[config.mk]
export PLATFORM = sky130hd
export DESIGN_NAME = csma_cd_backoff_transmitter
export DESIGN_NICKNAME = d
export VERILOG_FILES = /design/src/csma_pkg.sv /design/src/csma_regs.sv /design/src/csma_step.sv /design/src/csma_cd_backoff_transmitter.sv
export SDC_FILE = /design/constraint.sdc
export NUM_CORES = 1
export LEC_CHECK = 0
export BUFFER_PORTS_ARGS = -buffer_cell sky130_fd_sc_hd__buf_2
export CORE_ASPECT_RATIO = 1.1
export CORE_MARGIN = 4
export CORE_UTILIZATION = 64
export CTS_CLUSTER_SIZE = 16
export DETAILED_ROUTE_END_ITERATION = 16
export GPL_TIMING_DRIVEN = 0
export PLACE_DENSITY = 0.95
export SLEW_MARGIN = 20
export SYNTH_ARGS = -nofsm -noshare
export SYNTH_HDL_FRONTEND = slang
export SYNTH_SLANG_ARGS = --single-unit
[constraint.sdc]
create_clock -name clk -period 19.22 [get_ports clk]
set_input_delay 1.922 -clock clk [delete_from_list [all_inputs] [get_ports clk]]
set_output_delay 1.922 -clock clk [all_outputs]
set_load 0.02 [all_outputs]
[src/csma_pkg.sv]
package csma_pkg;

  localparam int RETRY_LIMIT     = 16;
  localparam int BACKOFF_CAP_EXP = 10;

  localparam int THR_W   = 14;
  localparam int SLOT_W  = 12;
  localparam int ID_W    = 5;
  localparam int LINE_W  = 2;
  localparam int RND_W   = 10;
  localparam int SYM_W   = 8;
  localparam int RETRY_W = 5;
  localparam int WAIT_W  = 22;

  localparam int APB_AW = 4;
  localparam int APB_DW = 32;

  localparam logic [THR_W-1:0]  THR_RESET  = THR_W'(1000);
  localparam logic [SLOT_W-1:0] SLOT_RESET = SLOT_W'(64);
  localparam logic [ID_W-1:0]   ID_RESET   = '0;

  localparam logic [SYM_W-1:0] SYM_JAM  = 8'h78;
  localparam logic [SYM_W-1:0] SYM_BASE = 8'h41;

  localparam logic [LINE_W-1:0] LINE_IDLE = 2'd0;
  localparam logic [LINE_W-1:0] LINE_JAM  = 2'd2;

  localparam logic [RETRY_W-1:0] RETRY_MAX = '1;

  // configuration register indexes
  typedef enum logic [1:0] {
    REG_PERSIST_THR = 2'd0,
    REG_SLOT_TICKS  = 2'd1,
    REG_STATION_ID  = 2'd2
  } reg_idx_t;

  // what was driven last in the current frame
  typedef enum logic [1:0] {
    DRV_NONE = 2'd0,
    DRV_OWN  = 2'd1,
    DRV_JAM  = 2'd2
  } drv_t;

  typedef struct packed {
    logic [LINE_W-1:0] line_before;
    logic              line_after_jam;
    logic [THR_W-1:0]  random_persist;
    logic [RND_W-1:0]  random_backoff;
  } in_item_t;

  typedef struct packed {
    logic               drive_valid;
    logic [SYM_W-1:0]   drive_symbol;
    logic               active;
    logic               collision_counted;
    logic [RETRY_W-1:0] retry_count;
  } out_item_t;

  typedef struct packed {
    logic [THR_W-1:0]  persist_threshold;
    logic [SLOT_W-1:0] slot_ticks;
    logic [ID_W-1:0]   station_id;
  } cfg_t;

  typedef struct packed {
    logic               idle_flag;
    logic [WAIT_W-1:0]  wait_count;
    logic [SLOT_W-1:0]  remaining;
    drv_t               last_drive;
    logic               jamming;
    logic [RETRY_W-1:0] retries;
  } state_t;

endpackage

[src/csma_regs.sv]
module csma_regs (
  input  logic                          clk,
  input  logic                          rst_n,
  input  logic                          psel,
  input  logic                          penable,
  input  logic                          pwrite,
  input  logic [csma_pkg::APB_AW-1:0]   paddr,
  input  logic [csma_pkg::APB_DW-1:0]   pwdata,
  output logic [csma_pkg::APB_DW-1:0]   prdata,
  output logic                          pready,
  output csma_pkg::cfg_t                cfg
);

  csma_pkg::cfg_t   cfg_r;
  csma_pkg::reg_idx_t idx;
  logic             wr_en;

  assign pready = 1'b1;
  assign idx    = csma_pkg::reg_idx_t'(paddr[csma_pkg::APB_AW-1:2]);
  assign wr_en  = psel && penable && pwrite && pready;
  assign cfg    = cfg_r;

  always_ff @(posedge clk) begin
    if (!rst_n) begin
      cfg_r.persist_threshold <= csma_pkg::THR_RESET;
      cfg_r.slot_ticks        <= csma_pkg::SLOT_RESET;
      cfg_r.station_id        <= csma_pkg::ID_RESET;
    end else if (wr_en) begin
      case (idx)
        csma_pkg::REG_PERSIST_THR: begin
          cfg_r.persist_threshold <= pwdata[csma_pkg::THR_W-1:0];
        end
        csma_pkg::REG_SLOT_TICKS: begin
          cfg_r.slot_ticks <= pwdata[csma_pkg::SLOT_W-1:0];
        end
        csma_pkg::REG_STATION_ID: begin
          cfg_r.station_id <= pwdata[csma_pkg::ID_W-1:0];
        end
        default: begin
        end
      endcase
    end
  end

  always_comb begin
    case (idx)
      csma_pkg::REG_PERSIST_THR: prdata = csma_pkg::APB_DW'(cfg_r.persist_threshold);
      csma_pkg::REG_SLOT_TICKS:  prdata = csma_pkg::APB_DW'(cfg_r.slot_ticks);
      csma_pkg::REG_STATION_ID:  prdata = csma_pkg::APB_DW'(cfg_r.station_id);
      default:                   prdata = '0;
    endcase
  end

endmodule

[src/csma_step.sv]
module csma_step (
  input  csma_pkg::state_t    st,
  input  csma_pkg::cfg_t      cfg,
  input  csma_pkg::in_item_t  item,
  output csma_pkg::state_t    st_nxt,
  output csma_pkg::out_item_t res
);

  localparam logic [csma_pkg::RETRY_W-1:0] LIMIT = csma_pkg::RETRY_W'(csma_pkg::RETRY_LIMIT);
  localparam logic [csma_pkg::RETRY_W-1:0] CAP   =
    csma_pkg::RETRY_W'(csma_pkg::BACKOFF_CAP_EXP);

  logic                              start;
  logic                              idle1;
  logic [csma_pkg::WAIT_W-1:0]       wait1;
  logic [csma_pkg::SLOT_W-1:0]       rem1;
  logic [csma_pkg::SLOT_W-1:0]       rem2;
  logic                              line_ok;
  logic                              drive;
  csma_pkg::drv_t                    last2;
  logic                              jam2;
  logic [csma_pkg::RETRY_W-1:0]      retries_inc;
  logic [csma_pkg::RETRY_W-1:0]      exp_e;
  logic [csma_pkg::RND_W-1:0]        slots;
  logic [csma_pkg::WAIT_W-1:0]       backoff;

  assign start   = st.idle_flag && (item.random_persist <= cfg.persist_threshold);
  assign idle1   = st.idle_flag && !start;
  assign wait1   = start ? '0 : st.wait_count;
  assign rem1    = (st.remaining == '0 && st.last_drive == csma_pkg::DRV_NONE) ?
                   cfg.slot_ticks : st.remaining;
  assign line_ok = (item.line_before == csma_pkg::LINE_IDLE) ||
                   (item.line_before == csma_pkg::LINE_JAM);
  assign drive   = (rem1 != '0) && line_ok;
  assign last2   = drive ? (st.jamming ? csma_pkg::DRV_JAM : csma_pkg::DRV_OWN) :
                   st.last_drive;
  assign rem2    = drive ? rem1 - 1'b1 : rem1;
  assign jam2    = st.jamming || (item.line_after_jam && last2 != csma_pkg::DRV_JAM);

  // exponent uses the already incremented retry count
  assign retries_inc = (st.retries == csma_pkg::RETRY_MAX) ? st.retries : st.retries + 1'b1;
  assign exp_e       = (retries_inc < CAP) ? retries_inc : CAP;

  always_comb begin
    for (int i = 0; i < csma_pkg::RND_W; i++) begin
      slots[i] = item.random_backoff[i] && (csma_pkg::RETRY_W'(i) < exp_e);
    end
  end

  assign backoff = csma_pkg::WAIT_W'(cfg.slot_ticks) * csma_pkg::WAIT_W'(slots)
                   + csma_pkg::WAIT_W'(1);

  always_comb begin
    st_nxt                = st;
    res.drive_valid       = 1'b0;
    res.drive_symbol      = '0;
    res.active            = 1'b1;
    res.collision_counted = 1'b0;

    if (st.retries > LIMIT) begin
      res.active = 1'b0;
    end else begin
      st_nxt.idle_flag  = idle1;
      st_nxt.wait_count = wait1;
      if (!idle1 && wait1 == '0) begin
        res.drive_valid = drive;
        if (drive) begin
          res.drive_symbol = st.jamming ? csma_pkg::SYM_JAM :
                             csma_pkg::SYM_BASE + csma_pkg::SYM_W'(cfg.station_id);
        end
        st_nxt.remaining  = rem2;
        st_nxt.last_drive = last2;
        st_nxt.jamming    = jam2;
        if (rem2 == '0) begin
          st_nxt.last_drive = csma_pkg::DRV_NONE;
          if (!jam2) begin
            st_nxt.idle_flag = 1'b1;
            st_nxt.retries   = '0;
          end else begin
            st_nxt.retries        = retries_inc;
            st_nxt.wait_count     = backoff;
            st_nxt.jamming        = 1'b0;
            res.collision_counted = 1'b1;
          end
        end
      end else if (!idle1 && (st.retries == '0 || item.line_before == csma_pkg::LINE_IDLE)) begin
        st_nxt.wait_count = wait1 - 1'b1;
      end
    end
    res.retry_count = st_nxt.retries;
  end

endmodule

[src/csma_cd_backoff_transmitter.sv]
// csma/cd station with p-persistent start and binary exponential backoff. each input
// transfer is one line tick and yields exactly one result transfer describing what the
// station drives on that tick. items move through an input register, one step of
// combinational station logic and a result register, so a new tick is taken every cycle
// while the result side is not stalled, and its result is registered as the tick fires.
// the station state register updates once per tick as the item leaves the input
// register, which sets the one-item-per-cycle rate. backoff after a collision is
// slot_ticks * (random bits masked to min(retries, 10)) + 1 ticks, counted down only on
// an idle line; beyond 16 retries the station stays silent until reset. the three
// configuration registers (threshold, slot length, station id) sit on a small apb port
// with pready tied high and should be written only while no tick is in flight.
module csma_cd_backoff_transmitter (
  input  logic                         clk,
  input  logic                         rst_n,
  // tick input
  input  logic                         in_valid,
  output logic                         in_ready,
  input  csma_pkg::in_item_t           in_data,
  // result output
  output logic                         out_valid,
  input  logic                         out_ready,
  output csma_pkg::out_item_t          out_data,
  // configuration
  input  logic                         psel,
  input  logic                         penable,
  input  logic                         pwrite,
  input  logic [csma_pkg::APB_AW-1:0]  paddr,
  input  logic [csma_pkg::APB_DW-1:0]  pwdata,
  output logic [csma_pkg::APB_DW-1:0]  prdata,
  output logic                         pready
);

  csma_pkg::cfg_t      cfg;
  csma_pkg::state_t    st_r;
  csma_pkg::state_t    st_nxt;
  csma_pkg::in_item_t  in_r;
  logic                in_vld_r;
  csma_pkg::out_item_t res;
  csma_pkg::out_item_t out_r;
  logic                out_vld_r;
  logic                fire;
  logic                out_free;

  csma_regs u_regs (
    .clk     (clk),
    .rst_n   (rst_n),
    .psel    (psel),
    .penable (penable),
    .pwrite  (pwrite),
    .paddr   (paddr),
    .pwdata  (pwdata),
    .prdata  (prdata),
    .pready  (pready),
    .cfg     (cfg)
  );

  csma_step u_step (
    .st     (st_r),
    .cfg    (cfg),
    .item   (in_r),
    .st_nxt (st_nxt),
    .res    (res)
  );

  // result register can take a new result when empty or being drained
  assign out_free = !out_vld_r || out_ready;
  // the held tick is processed when there is room for its result
  assign fire     = in_vld_r && out_free;
  // input register refills when empty or emptying this cycle
  assign in_ready = !in_vld_r || fire;

  assign out_valid = out_vld_r;
  assign out_data  = out_r;

  // input register
  always_ff @(posedge clk) begin
    if (!rst_n) begin
      in_vld_r <= 1'b0;
    end else if (in_ready) begin
      in_vld_r <= in_valid;
    end
  end

  always_ff @(posedge clk) begin
    if (in_valid && in_ready) begin
      in_r <= in_data;
    end
  end

  // station state advances once per processed tick
  always_ff @(posedge clk) begin
    if (!rst_n) begin
      st_r.idle_flag  <= 1'b1;
      st_r.wait_count <= '0;
      st_r.remaining  <= '0;
      st_r.last_drive <= csma_pkg::DRV_NONE;
      st_r.jamming    <= 1'b0;
      st_r.retries    <= '0;
    end else if (fire) begin
      st_r <= st_nxt;
    end
  end

  // result register
  always_ff @(posedge clk) begin
    if (!rst_n) begin
      out_vld_r <= 1'b0;
    end else if (out_free) begin
      out_vld_r <= fire;
    end
  end

  always_ff @(posedge clk) begin
    if (fire) begin
      out_r <= res;
    end
  end

  // a silent station never drives and never counts a collision
  a_silent_quiet: assert property (@(posedge clk) disable iff (!rst_n)
    (out_vld_r && !out_r.active) |-> (!out_r.drive_valid && !out_r.collision_counted))
    else $error("silent station produced line activity");

  // a counted collision always leaves a nonzero retry count
  a_coll_retry: assert property (@(posedge clk) disable iff (!rst_n)
    (out_vld_r && out_r.collision_counted) |-> (out_r.retry_count != '0))
    else $error("collision counted with zero retries");

  // no symbol when nothing is driven
  a_sym_zero: assert property (@(posedge clk) disable iff (!rst_n)
    (out_vld_r && !out_r.drive_valid) |-> (out_r.drive_symbol == '0))
    else $error("symbol present without drive");

  // once past the retry limit the station state is frozen
  a_silent_frozen: assert property (@(posedge clk) disable iff (!rst_n)
    (st_r.retries > csma_pkg::RETRY_W'(csma_pkg::RETRY_LIMIT)) |=> $stable(st_r))
    else $error("silent station state changed");

endmodule

==> impl_metrics.json <==
{
  "status": "finished, final reports clean",
  "final_hold_violating_endpoints": 0,
  "wire_length_of_the_first_global_routing_pass_mm": 50.2,
  "p_sw_share_pct": 30.9,
  "wl_per_cell_um": 20.1,
  "row_count": 49,
  "grt_start_max_net_pins": 28,
  "die_height_um": 144,
  "design.portCount": 121,
  "insertedDiodeCount": 0,
  "multi_input_area_um2": 7170,
  "postRouteWirelength_mm": 31.9,
  "library_cell_used_as_clock_root_buffer": "sky130_fd_sc_hd__clkbuf_16",
  "setup_viol": 0,
  "layout.cells.most_common_list": "sky130_fd_sc_hd__nand2_1 (139), sky130_fd_sc_hd__inv_1 (109), sky130_fd_sc_hd__nor2_1 (91)",
  "critical_path.max_stage_delay_ns": 0.63,
  "synth_enable_flop_cells": 42,
  "ff_latch_area_um2": 2780,
  "drtIter0Drc": 1339,
  "htreeDepth": 4,
  "synth.avg_cell_area_um2": 8.55,
  "cp_slowest_cell": "sky130_fd_sc_hd__o41ai_1",
  "placeableCoreArea_um2": 16400,
  "grtUsageTotal_pct": 33.2,
  "sequentialPowerShare_pct": 37.9,
  "comb_power_share_pct": 19.2,
  "ctsHoldBuffers": 0,
  "vdd_ir_drop_max_uv": 99.8,
  "fp.dieW_um": 131,
  "post-cts-setup-buffers": 0,
  "final_net_count": 1592,
  "clkSinkCount": 118,
  "layout_min_cycle_time_ns": 8.29,
  "max_cap_violations": 0,
  "grt_antenna_before_repair": 0,
  "leakagePower_nw": 5.50,
  "setup_repair_after_global_routing_missed_its_margin": "no",
  "layout_worst_path_cycle_share_pct": 43.1,
  "dr_total_vias": 10271,
  "route.antenna.remaining_nets": 0,
  "worst_reg_to_reg_cells": 30,
  "initial_core_util_pct": 65.4,
  "timing.critical_path.arrival_ns": 8.57,
  "critical_path.max_fanout": 10,
  "p_int_mw": 0.509,
  "clk_pin_slew_worst_paths_ns": 0.06,
  "cellPowerDensity_nw_per_um2": 61.3,
  "cts_inserted_buffers": 17,
  "startpoint_type": "register",
  "share_clk_of_total_power_pct": 42.9,
  "hold-worst-slack_ns": 0.484,
  "synth_async_sr_flop_share_pct": 0,
  "postSynthRegisterBits": 118,
  "post_synth_inst_count": 1252,
  "timing.critical_path.to_type": "register",
  "hpwl_mm": 23.2,
  "critPathRequiredTime_ns": 19.50,
  "final.setup_skew_ns": 0.0161,
  "utilization_pct": 73.4,
  "final.setup.tns_ns": 0,
  "hold_path_depth": 2,
  "worstSetupPathType": "register to register",
  "worst_hold_class": "register to register",
  "totalPowerFinal_mw": 0.737,
  "p_switching_mw": 0.228,
  "numPortBuffers": 77,
  "firstDrtPassIters": 7,
  "post_route_cells_drive_above_1_share_pct": 11.6,
  "syn_area_um2": 10700,
  "dominantRegCellSynth": "sky130_fd_sc_hd__dfxtp_1",
  "grt_overflow_total": 0,
  "syn_to_final_growth_pct": 12.3,
  "total_number_of_yosys_warnings": 0,
  "drc": 0,
  "yosysUniqueCellTypes": 72,
  "n_fill_cell": 1099,
  "maximum_clock_rate_mhz": 121,
  "synth-seq-area-share_pct": 26.0,
  "worst_slew_pin_slew_ns": 1.02,
  "routabilityCongestion": 0.959,
  "tritoncts_clock_tree": "done",
  "grt_pass1_vias": 10058,
  "max-clock-path-buffers": 2,
  "floorplan.die_area_um2": 18900,
  "cts.repair.resized": 0,
  "layout.cells.most_common": "sky130_fd_sc_hd__nand2_1",
  "insertion_delay_ns": 0.44,
  "dr_vias_cell": 6.48,
  "report.final.slew_viol_count": 0,
  "slew_headroom_pct": 31.7
}
[worst max-delay path, delay by kind of cell, from the launching register on]
| family | cells | cell delay, ns |
|---|---|---|
| adder cells (fa/ha/maj) | 7 | 3.08 |
| AO/OA/AOI/OAI | 7 | 2.18 |
| buffers and inverters | 8 | 1.39 |
| AND/OR/NAND/NOR | 6 | 0.70 |
| flip-flops | 1 | 0.45 |
| XOR/XNOR | 1 | 0.20 |
| multiplexers | 1 | 0.12 |
[synthesized netlist by cell type, types with 8 or more instances]
cell	count	share of area, %
sky130_fd_sc_hd__o21ai_0	44	2.1
sky130_fd_sc_hd__ha_1	77	9.0
sky130_fd_sc_hd__nand4_1	8	0.47
sky130_fd_sc_hd__clkbuf_1	66	2.3
sky130_fd_sc_hd__and3_1	18	1.1
sky130_fd_sc_hd__nor2_1	91	3.2
sky130_fd_sc_hd__a21o_1	11	0.77
sky130_fd_sc_hd__buf_4	21	1.5
sky130_fd_sc_hd__a21oi_1	86	4.0
sky130_fd_sc_hd__nor4_1	13	0.76
sky130_fd_sc_hd__xnor2_1	21	1.7
sky130_fd_sc_hd__nor2b_1	10	0.58
sky130_fd_sc_hd__nand2_1	139	4.9
sky130_fd_sc_hd__a31oi_1	21	1.2
sky130_fd_sc_hd__mux2i_1	32	3.0
sky130_fd_sc_hd__dfxtp_1	76	14
sky130_fd_sc_hd__nor3_1	26	1.2
sky130_fd_sc_hd__nand3_1	30	1.4
sky130_fd_sc_hd__o211ai_1	11	0.77
sky130_fd_sc_hd__edfxtp_1	42	12
sky130_fd_sc_hd__nand2b_1	8	0.47
sky130_fd_sc_hd__fa_1	78	15
sky130_fd_sc_hd__inv_1	109	3.8
sky130_fd_sc_hd__or3_1	16	0.94
sky130_fd_sc_hd__a211oi_1	11	0.77
sky130_fd_sc_hd__and2_1	69	4.0
[per-stage QoR]
stage / area [um2] / instances / worst slack (ns)
after global placement: 11400 / 1551 / 11.27
after global routing: 12000 / 1584 / 10.56
after CTS: 12000 / 1584 / 11.10
after detailed placement: 11400 / 1552 / 11.13
after floorplan: 10800 / 1270 / 12.51
final: 12000 / 1584 / 10.93
[power groups by stage]
stage	Sequential, mW	Clock, mW	Combinational (mW)
2_1_floorplan	0.283	0	0.0954
3_3_place_gp	0.283	0	0.131
3_5_place_dp	0.284	0	0.133
4_1_cts	0.278	0.316	0.136
5_1_grt	0.280	0.328	0.151
6_report	0.279	0.316	0.141
[flip-flops by register name, indices dropped and copies added (netlist names)]
signal and cells:
in_r 27, out_valid 1, in_vld_r 1, st_r 43, u_regs.cfg 31, out_data 15
[layout make-up]
class	count	area share, %
clock inverters	15	1.29
clock buffers	17	3.54
flip-flops and latches	118	23.2
inverters	110	3.44
repair buffers	78	3.30
well taps	204	2.12
plain buffers	89	3.46
multi-input cells	953	59.7
[final timing paths]
check | startpoint | endpoint | slack [ns]
setup reg to reg | st_r[0]$_SDFFE_PN0P_ | st_r[41]$_SDFFE_PN0P_ | 10.93
hold reg to reg | u_regs.cfg[30]$_SDFFE_PN0P_ | u_regs.cfg[30]$_SDFFE_PN0P_ | 0.48
setup / recovery | st_r[0]$_SDFFE_PN0P_ | st_r[41]$_SDFFE_PN0P_ | 10.93
hold / removal | u_regs.cfg[30]$_SDFFE_PN0P_ | u_regs.cfg[30]$_SDFFE_PN0P_ | 0.48
[kinds of logic after synthesis]
group / count (synthesis) / synth area share, %
and+or+nand+nor: 459 / 21.6
AOI/OAI and AO/OA: 256 / 15.4
buffers and inverters: 199 / 7.74
adders and majority gates: 155 / 23.6
DFF: 118 / 26.0
muxes: 36 / 3.41
xor gates and xnor gates: 27 / 2.21
other: 2 / 0.0702
[layer usage]
| metal | routed length [um] | share of wire [%] | vias to the layer above | global-route usage (%) |
|---|---|---|---|---|
| met4 | 1720 | 5.4 | 0 | 18.5 |
| met1 | 11800 | 37 | 4810 | 39.8 |
| li1 | - | - | 4535 | - |
| met5 | 0 | 0 | - | 0 |
| met3 | 3500 | 11 | 168 | 8.19 |
| met2 | 14900 | 47 | 758 | 55.6 |
Power figures use the tool's default switching activity.
